[config.mk]
export PLATFORM = sky130hd
export DESIGN_NAME = golay_23_12_error_trap_decoder_top
export DESIGN_NICKNAME = d
export VERILOG_FILES = /design/src/golay_dec_pkg.sv /design/src/golay_dec_ctrl.sv /design/src/golay_dec_dp.sv /design/src/golay_23_12_error_trap_decoder_top.sv
export SDC_FILE = /design/constraint.sdc
export NUM_CORES = 1
export LEC_CHECK = 0
export ABC_AREA = 0
export BUFFER_PORTS_ARGS = -buffer_cell sky130_fd_sc_hd__buf_2
export CAP_MARGIN = 20
export CORE_ASPECT_RATIO = 2
export CORE_MARGIN = 2
export CORE_UTILIZATION = 55
export DETAILED_ROUTE_END_ITERATION = 6
export GPL_ROUTABILITY_DRIVEN = 1
export PLACE_DENSITY = 0.82
export SLEW_MARGIN = 0
export SYNTH_ARGS = -nofsm -noshare
export SYNTH_HDL_FRONTEND = slang
export SYNTH_SLANG_ARGS = --single-unit
[constraint.sdc]
create_clock -name i_clk -period 6.07 [get_ports i_clk]
set_input_delay 0.3035 -clock i_clk [delete_from_list [all_inputs] [get_ports i_clk]]
set_output_delay 0.3035 -clock i_clk [all_outputs]
set_load 0.01 [all_outputs]
[src/golay_dec_pkg.sv]
// ----------------------------------------------------------------------------
// golay_dec_pkg
// Shared types, constants and helper functions for the (23,12) Golay
// error trapping decoder.
// ----------------------------------------------------------------------------
package golay_dec_pkg;

    localparam int unsigned CODE_LEN = 23;
    localparam int unsigned SYN_W    = 11;
    localparam int unsigned WORD_W   = 24;
    localparam int unsigned CNT_W    = $clog2(CODE_LEN);

    // g(x) = 1+x^2+x^4+x^5+x^6+x^10+x^11, without the x^11 term
    localparam logic [SYN_W-1:0] GEN_TAPS = 11'h475;
    localparam logic [SYN_W-1:0] SYN_X16  = 11'h366;
    localparam logic [SYN_W-1:0] SYN_X17  = 11'h6CC;

    localparam logic [CNT_W-1:0] CNT_LAST = CNT_W'(CODE_LEN - 1);

    // positions that the trap tests refer to, before rotation by the shift
    localparam int unsigned PAT_BASE = 12;
    localparam int unsigned FLIP_X16 = 6;
    localparam int unsigned FLIP_X17 = 5;

    typedef enum logic [3:0] {
        S_IDLE     = 4'b0001,
        S_SHIFT_IN = 4'b0010,
        S_TRAP     = 4'b0100,
        S_CORRECT  = 4'b1000
    } t_state;

    typedef struct packed {
        logic load;
        logic shift_in;
        logic trap;
        logic correct;
    } t_dp_cmd;

    typedef struct packed {
        logic cnt_last;
        logic hit;
        logic out_blocked;
    } t_dp_status;

    function automatic logic [3:0] weight11(input logic [SYN_W-1:0] v);
        logic [3:0] n;
        n = '0;
        for (int i = 0; i < SYN_W; i++) begin
            n = n + 4'(v[i]);
        end
        return n;
    endfunction

    function automatic logic [SYN_W-1:0] syn_shift(input logic [SYN_W-1:0] s,
                                                   input logic in_bit);
        logic [SYN_W-1:0] r;
        r = {s[SYN_W-2:0], 1'b0};
        if (s[SYN_W-1]) begin
            r = r ^ GEN_TAPS;
        end
        r[0] = r[0] ^ in_bit;
        return r;
    endfunction

endpackage

[src/golay_dec_ctrl.sv]
// ----------------------------------------------------------------------------
// golay_dec_ctrl
// Sequencer for the decoder: load, serial syndrome build, trapping search,
// correction and hand-off to the output register.
// ----------------------------------------------------------------------------
module golay_dec_ctrl (
    input  logic                     i_clk,
    input  logic                     i_rst_n,
    input  logic                     i_valid,
    output logic                     o_busy,
    input  golay_dec_pkg::t_dp_status i_status,
    output golay_dec_pkg::t_dp_cmd    o_cmd
);

    golay_dec_pkg::t_state r_state, n_state;

    always_ff @(posedge i_clk) begin
        if (!i_rst_n) begin
            r_state <= golay_dec_pkg::S_IDLE;
        end else begin
            r_state <= n_state;
        end
    end

    always_comb begin
        n_state = r_state;
        o_cmd   = '0;
        unique case (r_state)
            golay_dec_pkg::S_IDLE: begin
                if (i_valid) begin
                    o_cmd.load = 1'b1;
                    n_state    = golay_dec_pkg::S_SHIFT_IN;
                end
            end
            golay_dec_pkg::S_SHIFT_IN: begin
                o_cmd.shift_in = 1'b1;
                if (i_status.cnt_last) begin
                    n_state = golay_dec_pkg::S_TRAP;
                end
            end
            golay_dec_pkg::S_TRAP: begin
                o_cmd.trap = 1'b1;
                if (i_status.hit || i_status.cnt_last) begin
                    n_state = golay_dec_pkg::S_CORRECT;
                end
            end
            golay_dec_pkg::S_CORRECT: begin
                // hold until the output register can take the result
                if (!i_status.out_blocked) begin
                    o_cmd.correct = 1'b1;
                    n_state       = golay_dec_pkg::S_IDLE;
                end
            end
            default: begin
                n_state = golay_dec_pkg::S_IDLE;
            end
        endcase
    end

    assign o_busy = (r_state != golay_dec_pkg::S_IDLE);

endmodule

[src/golay_dec_dp.sv]
// ----------------------------------------------------------------------------
// golay_dec_dp
// Datapath: word and syndrome registers, shift counter, trap tests,
// rotating correction and the output register.
// ----------------------------------------------------------------------------
module golay_dec_dp (
    input  logic                      i_clk,
    input  logic                      i_rst_n,
    input  golay_dec_pkg::t_dp_cmd    i_cmd,
    output golay_dec_pkg::t_dp_status o_status,
    input  logic [golay_dec_pkg::WORD_W-1:0] i_received_word,
    input  logic                      i_stall,
    output logic                      o_valid,
    output logic [golay_dec_pkg::WORD_W-1:0] o_decoded_word,
    output logic                      o_trap_failed
);

    localparam int unsigned N  = golay_dec_pkg::CODE_LEN;
    localparam int unsigned SW = golay_dec_pkg::SYN_W;

    logic [N-1:0]                    r_word;
    logic [SW-1:0]                   r_syn;
    logic [golay_dec_pkg::CNT_W-1:0] r_cnt;
    logic [N-1:0]                    r_err;
    logic                            r_failed;
    logic                            r_out_valid;
    logic [golay_dec_pkg::WORD_W-1:0] r_out_word;
    logic                            r_out_failed;

    logic            cnt_last;
    logic            hit0, hit16, hit17, hit;
    logic [SW-1:0]   t16, t17, pattern;
    logic [N-1:0]    err_base;
    logic [2*N-1:0]  err_dbl;
    logic [N-1:0]    err_rot;
    logic [N-1:0]    corrected;

    assign cnt_last = (r_cnt == golay_dec_pkg::CNT_LAST);

    // the three trap tests of one shift position
    always_comb begin
        t16   = r_syn ^ golay_dec_pkg::SYN_X16;
        t17   = r_syn ^ golay_dec_pkg::SYN_X17;
        hit0  = (golay_dec_pkg::weight11(r_syn) <= 4'd3);
        hit16 = !hit0 && (golay_dec_pkg::weight11(t16) <= 4'd2);
        hit17 = !hit0 && !hit16 && (golay_dec_pkg::weight11(t17) <= 4'd2);
        hit   = hit0 || hit16 || hit17;
        if (hit0) begin
            pattern = r_syn;
        end else if (hit16) begin
            pattern = t16;
        end else begin
            pattern = t17;
        end
        err_base = '0;
        for (int m = 0; m < SW; m++) begin
            err_base[golay_dec_pkg::PAT_BASE + m] = pattern[SW-1-m];
        end
        err_base[golay_dec_pkg::FLIP_X16] = err_base[golay_dec_pkg::FLIP_X16] ^ hit16;
        err_base[golay_dec_pkg::FLIP_X17] = err_base[golay_dec_pkg::FLIP_X17] ^ hit17;
        if (!hit) begin
            err_base = '0;
        end
    end

    // rotate the error vector left by the shift count, modulo the code length
    always_comb begin
        err_dbl   = {r_err, r_err} << r_cnt;
        err_rot   = err_dbl[2*N-1:N];
        corrected = r_word ^ err_rot;
    end

    always_ff @(posedge i_clk) begin
        if (i_cmd.load) begin
            r_word <= i_received_word[N-1:0];
            r_syn  <= '0;
            r_cnt  <= '0;
        end else if (i_cmd.shift_in) begin
            r_syn <= golay_dec_pkg::syn_shift(r_syn, r_word[r_cnt]);
            r_cnt <= cnt_last ? '0 : r_cnt + 1'b1;
        end else if (i_cmd.trap) begin
            r_err    <= err_base;
            r_failed <= !hit;
            if (!hit && !cnt_last) begin
                r_syn <= golay_dec_pkg::syn_shift(r_syn, 1'b0);
                r_cnt <= r_cnt + 1'b1;
            end
        end
        if (i_cmd.correct) begin
            r_out_word   <= {^corrected, corrected};
            r_out_failed <= r_failed;
        end
    end

    always_ff @(posedge i_clk) begin
        if (!i_rst_n) begin
            r_out_valid <= 1'b0;
        end else if (i_cmd.correct) begin
            r_out_valid <= 1'b1;
        end else if (!i_stall) begin
            r_out_valid <= 1'b0;
        end
    end

    assign o_status.cnt_last    = cnt_last;
    assign o_status.hit         = hit;
    assign o_status.out_blocked = r_out_valid && i_stall;

    assign o_valid        = r_out_valid;
    assign o_decoded_word = r_out_word;
    assign o_trap_failed  = r_out_failed;

endmodule

[src/golay_23_12_error_trap_decoder_top.sv]
// steps: a load, the serial syndrome build over all code bits, the trap search
// (ends on a hit or at the last shift) and the correction, held by i_stall
// requests: one at a time, set by the single shared syndrome register; a new
// request is taken only when the sequencer is back in idle
// reset: synchronous active-low i_rst_n returns the sequencer to idle
// and empties the output register
// ----------------------------------------------------------------------------
// golay_23_12_error_trap_decoder_top
// (23,12) Golay decoder using serial syndrome build and error trapping,
// with an output register between the decoder and the result channel.
// ----------------------------------------------------------------------------
module golay_23_12_error_trap_decoder_top (
    input  logic        i_clk,
    input  logic        i_rst_n,
    input  logic        i_valid,
    output logic        o_stall,
    input  logic [23:0] i_received_word,
    output logic        o_valid,
    input  logic        i_stall,
    output logic [23:0] o_decoded_word,
    output logic        o_trap_failed
);

    golay_dec_pkg::t_dp_cmd    cmd;
    golay_dec_pkg::t_dp_status status;
    logic                      busy;

    golay_dec_ctrl u_ctrl (
        .i_clk    (i_clk),
        .i_rst_n  (i_rst_n),
        .i_valid  (i_valid),
        .o_busy   (busy),
        .i_status (status),
        .o_cmd    (cmd)
    );

    golay_dec_dp u_dp (
        .i_clk           (i_clk),
        .i_rst_n         (i_rst_n),
        .i_cmd           (cmd),
        .o_status        (status),
        .i_received_word (i_received_word),
        .i_stall         (i_stall),
        .o_valid         (o_valid),
        .o_decoded_word  (o_decoded_word),
        .o_trap_failed   (o_trap_failed)
    );

    assign o_stall = busy;

    // an accepted request keeps the decoder busy in the next cycle
    a_busy_after_accept: assert property (@(posedge i_clk) disable iff (!i_rst_n)
        (i_valid && !o_stall) |=> o_stall)
        else $error("decoder not busy after request accept");

    // a correction always lands in the output register
    a_correct_to_out: assert property (@(posedge i_clk) disable iff (!i_rst_n)
        cmd.correct |=> o_valid)
        else $error("correction did not produce a result");

    // the parity bit of every result is the even parity of the code bits
    a_parity: assert property (@(posedge i_clk) disable iff (!i_rst_n)
        o_valid |-> (o_decoded_word[23] == ^o_decoded_word[22:0]))
        else $error("result parity bit wrong");

endmodule
==> impl_metrics.csv <==
group,metric,value,unit
status,result_of_the_run,"complete, no violations",
pwr,design_power_total,1.73,mW
sta,achievable-frequency,0.193,GHz
cts,cts_inserted_buffers,9,
yosys,synth.cell_area,0.00595,mm2
layout,layout_commonest_cell,"sky130_fd_sc_hd__edfxtp_1",
pwr,irDropWorstVdd,0.194,mV
sta,final.setup.worst_slack,0.898,ns
worst_setup_path,cp.arrival,5.40,ns
cts,postCtsHoldBufs,0,
cts,clk_sink_count,83,
yosys,share_of_async_settable_or_async_resettable_flops_after_synthesis,0,%
layout,finalInstanceArea,0.00664,mm2
floorplanning,design.core.area,0.0105,mm2
yosys,synth_top_area_share,31.3,%
layout,num_antenna_cells,0,
grt,antenna_found_initial,0,
layout,mostFrequentLayoutCells,"sky130_fd_sc_hd__edfxtp_1, sky130_fd_sc_hd__buf_2, sky130_fd_sc_hd__nor2_1",
floorplanning,die_y,151,um
place,postPlaceCellArea,0.00631,mm2
grt,grt_first_pass_wirelength,24.3,mm
yosys,postSynthNetCount,607,
grt,gr-usage-all-layers,27.8,%
detailed_routing,routed_wire_length_per_instance,21.9,um
layout,final_util,62.9,%
worst_setup_path,worst-setup-path-type,"register to register",
sta,max_slew.worst_pin.slew,0.885,ns
worst_setup_path,worst_path_largest_cell_delay,0.56,ns
place,placedCellCount,712,
detailed_routing,drt_wl_total,15.9,mm
cts,path_clk_slew,0.06,ns
layout,syn_to_final_growth,11.6,%
cts,resized_gates_after_cts,0,
yosys,synth_edf_count,62,
floorplanning,floorplan.die.width,77.5,um
grt,most_utilized_layer_in_the_global_route_result,"met2",
sta,setup_viol,0,
sta,finalHoldWorstSlack,0.130,ns
sta,drv_slew,0,
detailed_routing,drt_pre_antenna_iters,6,
cts,cts_root_buffer,"sky130_fd_sc_hd__clkbuf_16",
worst_setup_path,type_of_element_capturing_the_critical_path,"register",
yosys,ys_dominant_reg_cell,"sky130_fd_sc_hd__edfxtp_1",
layout,drive_above_1_share,20.4,%
grt,grt.met3_usage,4.83,%
sta,clock_skew,0.00997,ns
pwr,powerDensity,261,mW/mm2
worst_setup_path,crit_buf_inv,2,
detailed_routing,routed-via-count,4746,
place,worst_setup_timing_slack_at_the_placement_stage,0.928,ns
grt,groute.layer.met1.usage,25.8,%
yosys,ys_warn_count,0,
layout,instances_no_fill,729,
floorplanning,initial_core_utilization,56.4,%
grt,grt_remaining_overflow,0,
yosys,synth_area_leader_cell,"sky130_fd_sc_hd__edfxtp_1",
cts,postCtsSetupRepairBufs,0,
yosys,synth-seq-area-share,38.4,%
worst_setup_path,critPathTopFamily,"adder cells",
layout,finish.net_count,647,
detailed_routing,detail-route-antenna-nets,0,
sta,finalHoldViolCount,0,
detailed_routing,remaining_drc_errors,0,
yosys,synth_area_per_cell,10.9,um2
sta,slew-limit-headroom,41.0,%
worst_setup_path,crit_required,6.30,ns
grt,vias_in_the_first_global_route,4733,
yosys,synth.ff_latch_count,83,
grt,grt_max_degree,51,
worst_setup_path,critical-path-slowest-cell,"sky130_fd_sc_hd__nand2_1",
cts,htree_levels,3,
cts,clock_tree.buffer_depth,2,
floorplanning,std_cell_rows,53,
yosys,synth_cells,547,
grt,gr-usage-met2,51.0,%
sta,post-route-period-util,85.2,%
place,globalplace.congestion,0.979,
pwr,p_leak,2.51,nW
floorplanning,num_io_pins,55,
yosys,synth_top_cells_by_area,"sky130_fd_sc_hd__edfxtp_1, sky130_fd_sc_hd__mux4_2, sky130_fd_sc_hd__dfxtp_1, sky130_fd_sc_hd__fa_1, sky130_fd_sc_hd__xnor2_1",
place,dp.final_hpwl,12.2,mm
yosys,yosys.cell_types.count,66,
cts,insertion_delay,0.34,ns
run,maxCapViolations,0,
worst_setup_path,r2r.worst_path.cells,16,
worst_setup_path,timing.critical_path.mode_cell,"sky130_fd_sc_hd__fa_1",
floorplanning,fp.dieArea,0.0117,mm2
detailed_routing,dr.first_iter.drc_count,371,
cts,cts_tree,"built",
worst_hold_path,min-delay-path-class,"input pin to register",
sta,finalWorstPathRequiredPeriod,5.17,ns
sta,rsz0062_at_grt,"no",
sta,timing.setup.tns,0,ns
worst_setup_path,worst-path-stages,16,
place,port-buffer-count,53,
worst_setup_path,crit_path_cells,"inv_1 -> ha_1 -> inv_1 -> fa_1 -> fa_1 -> fa_1 -> ha_1 -> fa_1 -> nand2_1 -> o21ai_0 -> a221oi_1 -> nand3_1 -> nand2_1 -> nand4_1 -> xnor2_1 -> nor2_1",
worst_hold_path,min_path_cells,1,
worst_setup_path,cp-start-kind,"register",
detailed_routing,detail_route.vias_per_cell,6.51,
worst_setup_path,worstPathMaxFanout,22,
[routing by layer]
layer / part of all wire, % / vias to the layer above
met3: 5.8 / 91
met5: 0 / -
met4: 9.3 / 0
li1: - / 2104
met1: 31 / 2265
met2: 54 / 286
[final timing paths]
kind / endpoint / slack [ns] / start
setup / recovery: u_dp.r_cnt[4] / 0.90 / u_dp.r_syn[1]
setup reg to reg: u_dp.r_cnt[4] / 0.90 / u_dp.r_syn[1]
hold / removal: u_dp.r_word[22] / 0.13 / i_received_word[22]
hold reg to reg: u_dp.o_trap_failed / 0.43 / u_dp.r_failed
[final cells by class]
| cell class | count | area (um2) |
|---|---|---|
| multi-input cells | 393 | 3370 |
| repair buffers | 65 | 368 |
| clock inverters | 6 | 68.8 |
| flip-flops and latches | 83 | 2280 |
| inverters | 35 | 131 |
| fillers | 814 | 3910 |
| well taps | 137 | 171 |
| clock buffers | 10 | 239 |
[synth_stat cells (all sizes together), types with 3 or more instances]
| cell | number |
|---|---|
| edfxtp | 62 |
| nor2 | 41 |
| nand2 | 36 |
| inv | 33 |
| xnor2 | 30 |
| a21oi | 24 |
| buf | 21 |
| dfxtp | 21 |
| mux4 | 19 |
| fa | 17 |
| mux2i | 17 |
| clkbuf | 15 |
| ha | 15 |
| nor2b | 14 |
| o21ai | 13 |
| mux2 | 12 |
| and2 | 11 |
| nand3 | 11 |
| nor3 | 11 |
| xor2 | 11 |
| nand3b | 9 |
| a211oi | 8 |
| nand4 | 7 |
| a221oi | 6 |
| nand2b | 6 |
| o22ai | 6 |
| xnor3 | 6 |
| a32oi | 5 |
| a311oi | 4 |
| a31oi | 4 |
| nor4b | 4 |
| a21o | 3 |
| a22oi | 3 |
| o2bb2ai | 3 |
| o31ai | 3 |
[kinds of logic after synthesis]
| kind of cell | share of synthesized area [%] |
|---|---|
| compound gates | 12.1 |
| xor+xnor | 9.24 |
| fa+ha+maj | 8.88 |
| buf+inv | 5.07 |
| flops | 38.4 |
| mux | 12.4 |
| simple gates | 13.9 |
[power by group]
| part | total [mW] | internal, mW | switching [mW] |
|---|---|---|---|
| registers | 0.671 | 0.647 | 0.0241 |
| clock network | 0.551 | 0.333 | 0.218 |
| logic | 0.510 | 0.250 | 0.259 |
[sequential cells by signal, indices dropped and copies added, names as in the netlist, 4 cells and up]
signal	cells
u_dp.r_err	13
u_dp.r_syn	11
u_ctrl.r_state	4
u_dp.r_cnt	5
u_dp.o_decoded_word	24
u_dp.r_word	23
Note: power is estimated with default switching activity, not from simulation.
